$ cat config.mk
export PLATFORM = sky130hd
export DESIGN_NAME = skset_cell
export DESIGN_NICKNAME = d
export VERILOG_FILES = /design/src/rtl/skset_pkg.sv /design/src/rtl/skset_cell.sv
export SDC_FILE = /design/constraint.sdc
export NUM_CORES = 1
export LEC_CHECK = 0
export BUFFER_PORTS_ARGS = -buffer_cell sky130_fd_sc_hd__buf_2
export CAP_MARGIN = 40
export CORE_ASPECT_RATIO = 1.2
export CORE_MARGIN = 8
export CORE_UTILIZATION = 44
export CTS_CLUSTER_SIZE = 12
export DETAILED_ROUTE_END_ITERATION = 6
export PLACE_DENSITY = 0.94
export SLEW_MARGIN = 5
export SYNTH_ARGS = -nofsm -noshare
export SYNTH_HDL_FRONTEND = slang
export SYNTH_SLANG_ARGS = --single-unit
$ cat constraint.sdc
create_clock -name clk -period 5.84 [get_ports clk]
set_input_delay 1.168 -clock clk [delete_from_list [all_inputs] [get_ports clk]]
set_output_delay 1.168 -clock clk [all_outputs]
set_load 0.005 [all_outputs]
$ cat src/rtl/skset_pkg.sv
// ----------------------------------------------------------------------------
// Sorted key set package
// Shared types and constants for the sorted key set and its storage cells.
// ----------------------------------------------------------------------------
package skset_pkg;

  // Defaults for the top-level parameters.
  localparam int CAPACITY_DEF = 64;
  localparam int KEY_BITS_DEF = 32;

  // Fixed field widths of the request and response words.
  localparam int KEY_W   = 32;
  localparam int POS_W   = 6;
  localparam int COUNT_W = 7;

  typedef enum logic [1:0] {
    OP_ADD      = 2'd0,
    OP_REMOVE   = 2'd1,
    OP_CONTAINS = 2'd2,
    OP_READ     = 2'd3
  } op_t;

  typedef struct packed {
    op_t               operation;
    logic [KEY_W-1:0]  key;
    logic [POS_W-1:0]  position;
  } req_t;

  typedef struct packed {
    logic               was_present;
    logic               changed;
    logic               full_error;
    logic               index_error;
    logic [KEY_W-1:0]   entry_value;
    logic [COUNT_W-1:0] entry_count;
  } rsp_t;

  // Control broadcast from the sequencer to every cell.
  typedef struct packed {
    logic capture;
    logic do_insert;
    logic do_remove;
  } cell_ctl_t;

endpackage

$ cat src/rtl/skset_cell.sv
// ----------------------------------------------------------------------------
// Sorted key set storage cell
// Holds one slot of the sorted row, compares it with the request key and
// takes its neighbor's key when the row shifts for an insert or a removal.
// ----------------------------------------------------------------------------
module skset_cell #(
  parameter int KEY_BITS = skset_pkg::KEY_BITS_DEF,
  parameter int CNT_W    = 7,
  parameter int INDEX    = 0
) (
  input  logic                  clk,
  input  logic                  rst,
  input  skset_pkg::cell_ctl_t  ctl,
  input  logic [KEY_BITS-1:0]   cmp_key,
  input  logic [skset_pkg::POS_W-1:0] position,
  input  logic [CNT_W-1:0]      count,
  input  logic [KEY_BITS-1:0]   ins_key,
  input  logic                  left_lt,
  input  logic [KEY_BITS-1:0]   left_key,
  input  logic [KEY_BITS-1:0]   right_key,
  output logic                  lt,
  output logic                  eq,
  output logic                  sel,
  output logic [KEY_BITS-1:0]   entry,
  output logic [KEY_BITS-1:0]   rd_word
);

  localparam bit POS_REACH = INDEX < (1 << skset_pkg::POS_W);

  logic occupied;

  // A slot holds a key when its index is below the count.
  assign occupied = CNT_W'(INDEX) < count;

  always_ff @(posedge clk) begin
    if (rst) begin
      lt  <= 1'b0;
      eq  <= 1'b0;
      sel <= 1'b0;
    end else if (ctl.capture) begin
      lt  <= occupied && (entry < cmp_key);
      eq  <= occupied && (entry == cmp_key);
      sel <= occupied && POS_REACH &&
             (position == skset_pkg::POS_W'(INDEX));
    end
  end

  // The row below the insert slot keeps its keys, the slot takes the new
  // key and everything above it moves one place up. A removal pulls every
  // slot at or above the match down by one.
  always_ff @(posedge clk) begin
    if (ctl.do_insert) begin
      if (left_lt && !lt) begin
        entry <= ins_key;
      end else if (!left_lt) begin
        entry <= left_key;
      end
    end else if (ctl.do_remove) begin
      if (!lt) begin
        entry <= right_key;
      end
    end
  end

  assign rd_word = sel ? entry : '0;

endmodule

==> impl_metrics.env, run 1 <==
export IMPL_hold_path_class="flip-flop to flip-flop"
export IMPL_final_cells=600
export IMPL_post_cts_resized=0
export IMPL_cts_hold_buf=0
export IMPL_power_uw=740
export IMPL_portBuffers=213
export IMPL_fp_dieH_um=103
export IMPL_drtPass1Iterations=4
export IMPL_finalSetupTns_ns=0
export IMPL_layout_nets=693
export IMPL_start_kind="flip-flop"
export IMPL_dp_cells=592
export IMPL_track_usage_pct=21.4
export IMPL_ys_warn_count=0
export IMPL_cts_sinks=35
export IMPL_placementRows=32
export IMPL_antenna_left=0
export IMPL_diodes=0
export IMPL_worst_clock_skew_ns=0.00867
export IMPL_maxSlewViolCount=0
export IMPL_power_density_nw_per_um2=181
export IMPL_cts_tree="done"
export IMPL_setup_slack_ns=3.10
export IMPL_path_class="flip-flop to output pin"
export IMPL_drive_above_1_share_pct=44.3
export IMPL_yosys_cell_types_count=32
export IMPL_final_min_clock_period_ns=2.74
export IMPL_p_leak_nw=2.22
export IMPL_tightest_slew_ns=0.922
export IMPL_wl_per_cell_um=16.8
export IMPL_ys_seq_elements=35
export IMPL_drc=0
export IMPL_grt_pass1_vias=3270
export IMPL_clock_root_buffer="clkbuf_8"
export IMPL_synth_cells=305
export IMPL_final_common_cell="buf_2"
export IMPL_gp_congestion=0.897
export IMPL_grt_antenna_before_repair=0
export IMPL_end_kind="output pin"
export IMPL_vias=3038
export IMPL_wl_mm=10.1
export IMPL_post_route_util_pct=65.0
export IMPL_fp_dieArea_um2=9160
export IMPL_final_hold_violation_count=0
export IMPL_critPathArrivalTime_ns=1.58
export IMPL_synthesis_area_um2=2790
export IMPL_syn_avg_cell_area_um2=9.15
export IMPL_final_cell_mix="buf_2 (213), a21oi_1 (44), nor2_1 (38)"
export IMPL_postCtsSetupBuffers=0
export IMPL_dpl_cell_area_um2=4000
export IMPL_io_pin_count=214
export IMPL_cts_max_level=2
export IMPL_rsz0062_at_grt="false"
export IMPL_cp_max_fo=34
export IMPL_crit_chain="and2_1 -> buf_2"
export IMPL_fmax_mhz=364
export IMPL_cts_buffers=5
export IMPL_setup_viol=0
export IMPL_grt_pass1_wl_mm=15.2
export IMPL_syn_to_final_growth_pct=46.3
export IMPL_dp_worst_setup_slack_ns=2.92
export IMPL_cap_violations=0
export IMPL_grt_overflow_total=0
export IMPL_clk_latency_ns=0.28
export IMPL_vdd_drop_max_mv=0.123
export IMPL_grt_start_max_net_pins=43
export IMPL_syn_nets=484
export IMPL_ys_seq_area_share_pct=36.6
export IMPL_fillers=526
export IMPL_hpwl_mm=8.71
export IMPL_start_util_pct=44.4
export IMPL_fin_crit_sh_pct=47.0
export IMPL_core_area_um2=6290
export IMPL_clk_path_buf_depth=2
export IMPL_die_w_um=88.7
export IMPL_crit_required_ns=4.67
export IMPL_slew_headroom_pct=38.5
export IMPL_whs_ns=0.456
export IMPL_status="completed"
export IMPL_postLayoutCellArea_um2=4090
export IMPL_path_clk_slew_ns=0.07
export IMPL_via_per_inst=5.06
export IMPL_initialDrtViolationCount=57
export IMPL_crit_slowest_cell="dfxtp_1"
export IMPL_max_stage_delay_ns=0.92
==> worst max-delay path: cells and delay by family, from the launching register on <==
family / cells / cell delay, ns
buffers and inverters: 1 / 0.12
and+or+nand+nor: 1 / 0.25
DFF: 1 / 0.92
==> worst paths after layout <==
kind | slack [ns] | to | startpoint | depth (start not counted)
setup / recovery | 3.10 | rd_word[12] | sel | 2
setup reg to reg | 3.83 | lt | entry[5] | 6
hold reg to reg | 0.46 | eq | eq | 2
hold / removal | 0.46 | eq | eq | 2
==> synth_stat cells <==
library cell	number	area [µm²]
a2111oi_0	2	17.5
a211oi_1	2	15.0
a211oi_2	1	12.5
a21o_1	1	7.51
a21oi_1	44	220
a21oi_2	1	8.76
a221o_1	1	10.0
and2_1	32	200
and4_1	1	8.76
buf_1	1	3.75
buf_2	3	15.0
clkbuf_1	10	37.5
dfxtp_1	3	60.1
edfxtp_1	32	961
ha_1	32	400
inv_1	34	128
mux2i_1	32	320
nand2_1	8	30.0
nand3_1	3	15.0
nand4_1	7	43.8
nor2_1	38	143
nor2b_1	2	12.5
nor3_1	1	5.00
nor4_1	3	18.8
o211ai_1	2	15.0
o21ai_0	3	15.0
o21ai_1	1	5.00
o22ai_1	1	6.26
o311a_1	1	10.0
o41ai_4	1	27.5
or4_1	1	7.51
or4_4	1	11.3
==> where the power goes <==
group	switching, mW	internal [mW]	leakage, nW
Combinational	0.117	0.121	1.83
Sequential	0.0268	0.311	0.342
Clock	0.0805	0.0836	0.0422
==> sequential cells by signal, summed over array words and instances, names as in the netlist <==
signal	count
entry	32
lt	1
eq	1
sel	1
==> per-layer routing <==
metal	GRT usage, %	share of wire, %	vias to the layer above
met5	0	0	-
met4	7.56	2.0	0
met3	5.14	7.8	20
met2	40.0	55	142
met1	22.6	36	1375
li1	-	-	1501
==> area by class of cell <==
cell class	instances	area [µm²]	share of cell area (%)
clock buffers	7	76.3	1.87
clock inverters	1	5.00	0.123
inverters	34	128	3.12
multi-input cells	222	1610	39.4
flip-flops and latches	35	1020	25.0
well taps	85	106	2.60
repair buffers	216	1140	27.9
==> cells by family after synthesis <==
group	Yosys count	synth area share, %
AND/OR/NAND/NOR	97	17.7
AO/OA/AOI/OAI	61	13.3
buffers and inverters	48	6.59
flip-flops	35	36.6
multiplexers	32	11.5
adder cells (fa/ha/maj)	32	14.3
No activity file was read; power rests on OpenSTA's default activity.
==> inputs of run 2 (changes only) <==
--- a/config.mk
+++ b/config.mk
@@ -5,14 +5,15 @@
 export SDC_FILE = /design/constraint.sdc
 export NUM_CORES = 1
 export LEC_CHECK = 0
+export ABC_AREA = 1
 export BUFFER_PORTS_ARGS = -buffer_cell sky130_fd_sc_hd__buf_2
 export CAP_MARGIN = 40
 export CORE_ASPECT_RATIO = 1.2
 export CORE_MARGIN = 8
-export CORE_UTILIZATION = 44
+export CORE_UTILIZATION = 41
 export CTS_CLUSTER_SIZE = 12
 export DETAILED_ROUTE_END_ITERATION = 6
-export PLACE_DENSITY = 0.94
+export PLACE_DENSITY = 0.88
 export SLEW_MARGIN = 5
 export SYNTH_ARGS = -nofsm -noshare
 export SYNTH_HDL_FRONTEND = slang
==> constraint.sdc (replaced) <==
create_clock -name clk -period 2.8 [get_ports clk]
set_input_delay 0.56 -clock clk [delete_from_list [all_inputs] [get_ports clk]]
set_output_delay 0.56 -clock clk [all_outputs]
set_load 0.005 [all_outputs]
==> impl_metrics.env, run 2 <==
export IMPL_fmax_mhz=496
export IMPL_power_frac_comb_pct=32.0
export IMPL_ys_top_cells_by_count="nand2_1 (103), inv_1 (75), nor2_1 (46), o21ai_0 (35)"
export IMPL_drc=0
export IMPL_layout_nets=797
export IMPL_ys_warn_count=0
export IMPL_cap_violations=0
export IMPL_dpl_cell_area_um2=4040
export IMPL_reg2reg_setup_slack_ns=1.17
export IMPL_start_kind="flip-flop"
export IMPL_fp_dieH_um=108
export IMPL_cts_tree="done"
export IMPL_use_met3_pct=4.68
export IMPL_tightest_slew_ns=0.553
export IMPL_path_clk_slew_ns=0.07
export IMPL_rsz0062_at_grt="false"
export IMPL_clk_latency_ns=0.28
export IMPL_p_sw_share_pct=32.6
export IMPL_power_density_nw_per_um2=382
export IMPL_grt_antenna_before_repair=0
export IMPL_vias=3437
export IMPL_placementRows=33
export IMPL_portBuffers=213
export IMPL_syn_nets=588
export IMPL_fillers=629
export IMPL_io_pin_count=214
export IMPL_ys_flop_type="edfxtp_1"
export IMPL_drive_above_1_share_pct=37.6
export IMPL_critPathArrivalTime_ns=1.46
export IMPL_post_synth_top_area_fraction_pct=33.4
export IMPL_final_common_cell="buf_2"
export IMPL_grt_util_met1_pct=20.7
export IMPL_finalSetupTns_ns=0
export IMPL_status="completed"
export IMPL_via_per_inst=4.87
export IMPL_postCtsSetupBuffers=0
export IMPL_vdd_drop_max_mv=0.246
export IMPL_end_kind="output pin"
export IMPL_grt_pass1_wl_mm=16.3
export IMPL_wl_mm=10.5
export IMPL_yosys_top_cells_area="edfxtp_1 (33%), ha_1 (14%), nand2_1 (13%)"
export IMPL_yosysTopAreaCell="edfxtp_1"
export IMPL_diodes=0
export IMPL_async_reset_ff_share_pct=0
export IMPL_cp_max_fo=28
export IMPL_cts_hold_buf=0
export IMPL_hpwl_mm=8.93
export IMPL_clk_path_buf_depth=2
export IMPL_post_route_util_pct=60.4
export IMPL_final_min_clock_period_ns=2.02
export IMPL_hold_path_class="input port to flip-flop"
export IMPL_final_hold_violation_count=0
export IMPL_crit_required_ns=2.24
export IMPL_slew_headroom_pct=63.1
export IMPL_synth_edf_count=32
export IMPL_cts_buffers=5
export IMPL_cts_max_level=2
export IMPL_pwr_share_clk_pct=22.3
export IMPL_yosys_cell_types_count=23
export IMPL_met2_usage_pct=38.5
export IMPL_initialDrtViolationCount=153
export IMPL_syn_to_final_growth_pct=43.1
export IMPL_ys_seq_elements=35
export IMPL_gp_congestion=0.862
export IMPL_wl_per_cell_um=14.8
export IMPL_top_register="entry"
export IMPL_synth_cells=409
export IMPL_internal_power_mw=1.06
export IMPL_setup_viol=0
export IMPL_grt_overflow_total=0
export IMPL_track_usage_pct=20.1
export IMPL_clock_root_buffer="clkbuf_8"
export IMPL_worst_clock_skew_ns=0.00425
export IMPL_p_seq_share_pct=45.8
export IMPL_post_cts_resized=0
export IMPL_core_area_um2=6810
export IMPL_postLayoutCellArea_um2=4120
export IMPL_start_util_pct=42.2
export IMPL_final_cell_mix="buf_2 (213), nand2_1 (103), inv_1 (75)"
export IMPL_cts_sinks=35
export IMPL_fp_dieArea_um2=9960
export IMPL_antenna_left=0
export IMPL_grt_pass1_vias=3577
export IMPL_drtPass1Iterations=4
export IMPL_grt_start_max_net_pins=35
export IMPL_fin_crit_sh_pct=72.0
export IMPL_reg2regPathDepth=7
export IMPL_synthesis_area_um2=2880
export IMPL_die_w_um=92.5
export IMPL_path_class="flip-flop to output pin"
export IMPL_syn_avg_cell_area_um2=7.03
export IMPL_switching_power_uw=512
export IMPL_ys_seq_area_share_pct=35.5
export IMPL_setup_slack_ns=0.783
export IMPL_p_leak_nw=2.53
export IMPL_min_path_cells=2
export IMPL_busiest_layer="met2"
export IMPL_dp_worst_setup_slack_ns=0.913
export IMPL_maxSlewViolCount=0
export IMPL_synth_most_common_cell="nand2_1"
export IMPL_largest_reg_flops=32
==> run 2: worst max-delay path, cell delays in order, from the launching register on <==
cell and delay [ns]:
dfxtp_1 0.51, buf_4 0.38, nand2_1 0.10, inv_1 0.07
buf_2 0.11
==> run 2: metal layers <==
metal  wire length [µm]  share of wire [%]  vias up
li1                   -                  -     1721
met5                  0                  0        -
met1               3820                 36     1532
met2               5660                 54      167
met3                812                7.8       17
met4                174                1.7        0
==> run 2: path summary, 6_finish.rpt <==
path,from,endpoint
max,sel,rd_word[25]
min reg2reg,eq,eq
min,rst,lt
max reg2reg,entry[23],eq
==> run 2: final cells by class <==
type                       instances  area [µm²]  share of cell area, %
multi-input combinational        280        1510                   36.7
timing repair buffer             218        1100                   26.8
sequential                        35        1020                   24.8
inverter                          78         293                   7.11
tap                               87         109                   2.65
clock buffer                       6        72.6                   1.76
clock inverter                     2        7.51                  0.182
==> run 2: metrics by stage <==
stage	instances	power (mW)	hold WS [ns]
detailed placement	698	1.24	0.457
floorplan	409	0.976	0.454
global placement	698	1.21	0.447
global route	706	1.67	0.451
finish	706	1.57	0.465
CTS	706	1.58	0.456
==> run 2: logic make-up after synthesis <==
family | count (synthesis) | synth area share, %
simple gates | 163 | 22.8
flops | 35 | 35.5
compound gates | 85 | 15.2
buf+inv | 94 | 12.5
fa+ha+maj | 32 | 13.9
==> run 2: power by group through the flow <==
stage / combinational [mW] / clock, mW / sequential [mW]
final: 0.502 / 0.350 / 0.719
after global routing: 0.570 / 0.377 / 0.727
after CTS: 0.510 / 0.355 / 0.719
after detailed placement: 0.507 / 0 / 0.730
after global placement: 0.483 / 0 / 0.726
after floorplan: 0.257 / 0 / 0.718
==> inputs of run 3 (changes only) <==
==> constraint.sdc (replaced) <==
create_clock -name clk -period 1.96 [get_ports clk]
set_input_delay 0.392 -clock clk [delete_from_list [all_inputs] [get_ports clk]]
set_output_delay 0.392 -clock clk [all_outputs]
set_load 0.005 [all_outputs]
==> impl_metrics.env, run 3 (same netlist as run 2, synthesis figures left out) <==
export IMPL_status="completed"
export IMPL_grt_pass1_wl_mm=17.1
export IMPL_diodes=0
export IMPL_io_pin_count=214
export IMPL_setup_viol=0
export IMPL_critPathArrivalTime_ns=1.81
export IMPL_crit_required_ns=2.17
export IMPL_cts_hold_buf=0
export IMPL_drive_above_1_share_pct=38.3
export IMPL_p_seq_share_pct=42.8
export IMPL_postCtsSetupBuffers=0
export IMPL_cts_max_level=2
export IMPL_clock_root_buffer="clkbuf_8"
export IMPL_worst_clock_skew_ns=0.00590
export IMPL_final_common_cell="buf_2"
export IMPL_cap_violations=0
export IMPL_clk_latency_ns=0.28
export IMPL_dpl_cell_area_um2=4060
export IMPL_gp_congestion=0.867
export IMPL_pwr_share_clk_pct=26.5
export IMPL_layout_nets=800
export IMPL_grt_overflow_total=0
export IMPL_placementRows=33
export IMPL_cp_top_family="simple AND/OR/NAND/NOR gates"
export IMPL_finalSetupTns_ns=0
export IMPL_start_util_pct=42.2
export IMPL_track_usage_pct=21.1
export IMPL_power_frac_comb_pct=30.7
export IMPL_busiest_layer="met2"
export IMPL_end_kind="flip-flop"
export IMPL_final_cell_mix="buf_2 (213), nand2_1 (103), inv_1 (75)"
export IMPL_cts_buffers=5
export IMPL_path_class="flip-flop to flip-flop"
export IMPL_vdd_drop_max_mv=0.451
export IMPL_post_cts_resized=0
export IMPL_grt_pass1_vias=3694
export IMPL_whs_ns=0.309
export IMPL_clk_path_buf_depth=2
export IMPL_postLayoutCellArea_um2=4170
export IMPL_wl_per_cell_um=15.4
export IMPL_maxSlewViolCount=0
export IMPL_fp_dieArea_um2=9960
export IMPL_hpwl_mm=9.21
export IMPL_top_register="entry"
export IMPL_largest_reg_flops=32
export IMPL_start_kind="flip-flop"
export IMPL_met2_usage_pct=41.0
export IMPL_crit_top_cell="nor2_2"
export IMPL_wl_mm=11.0
export IMPL_crit_slowest_cell="edfxtp_1"
export IMPL_hold_path_class="input port to flip-flop"
export IMPL_cts_sinks=35
export IMPL_grt_antenna_before_repair=0
export IMPL_core_area_um2=6810
export IMPL_rsz0062_at_grt="false"
export IMPL_switching_power_uw=742
export IMPL_grt_start_max_net_pins=33
export IMPL_grt_util_met1_pct=20.7
export IMPL_max_stage_delay_ns=0.45
export IMPL_final_min_clock_period_ns=1.60
export IMPL_power_density_nw_per_um2=573
export IMPL_via_per_inst=4.95
export IMPL_cp_max_fo=3
export IMPL_drtPass1Iterations=6
export IMPL_crit_chain="ha_1 -> nand2_1 -> nor2_2 -> nand4_2 -> nor2_2 -> o2111ai_1 -> a21oi_1"
export IMPL_tightest_slew_ns=0.589
export IMPL_cts_tree="done"
export IMPL_post_route_util_pct=61.1
export IMPL_internal_power_mw=1.65
export IMPL_syn_to_final_growth_pct=44.8
export IMPL_fp_dieH_um=108
export IMPL_fmax_mhz=627
export IMPL_power_mw=2.39
export IMPL_fin_crit_sh_pct=81.4
export IMPL_vias=3513
export IMPL_critPathBufInv=0
export IMPL_initialDrtViolationCount=202
export IMPL_slew_headroom_pct=60.7
export IMPL_p_sw_share_pct=31.1
export IMPL_drc=0
export IMPL_p_leak_nw=2.56
export IMPL_fillers=620
export IMPL_path_clk_slew_ns=0.08
export IMPL_portBuffers=213
export IMPL_antenna_left=0
export IMPL_die_w_um=92.5
export IMPL_final_hold_violation_count=0
export IMPL_use_met3_pct=5.93
[run 3: path summary, 6_finish.rpt]
| kind | to | slack, ns | cells after the start | from |
|---|---|---|---|---|
| worst min register to register | eq | 0.48 | 2 | eq |
| worst min-delay path | lt | 0.31 | 2 | rst |
| worst max register to register | eq | 0.36 | 7 | entry[31] |
| worst max-delay path | eq | 0.36 | 7 | entry[31] |
[run 3: power groups by stage]
stage          clock network, mW  logic (mW)  registers, mW
4_1_cts                    0.652       0.741           1.02
6_report                   0.634       0.733           1.02
3_5_place_dp                   0       0.735           1.04
2_1_floorplan                  0       0.370           1.03
5_1_grt                    0.679       0.830           1.03
3_3_place_gp                   0       0.700           1.03
[run 3: cell type report]
| type | count | area, µm² | area share (%) |
|---|---|---|---|
| clock buffer | 5 | 68.8 | 1.65 |
| clock inverter | 3 | 38.8 | 0.931 |
| inverter | 78 | 293 | 7.03 |
| multi-input combinational | 280 | 1510 | 36.2 |
| sequential | 35 | 1020 | 24.5 |
| tap | 87 | 109 | 2.61 |
| timing repair buffer | 221 | 1130 | 27.0 |
[run 3: stage by stage]
step	instances	setup WS [ns]
global route	709	0.173
detailed placement	701	0.337
global placement	701	0.362
floorplan	409	0.279
CTS	709	0.327
finish	709	0.365
[run 3: metal layers]
layer / vias to the layer above / part of all wire, %
met5: - / 0
met3: 20 / 7.5
met4: 0 / 2.1
li1: 1727 / -
met1: 1592 / 35
met2: 174 / 55
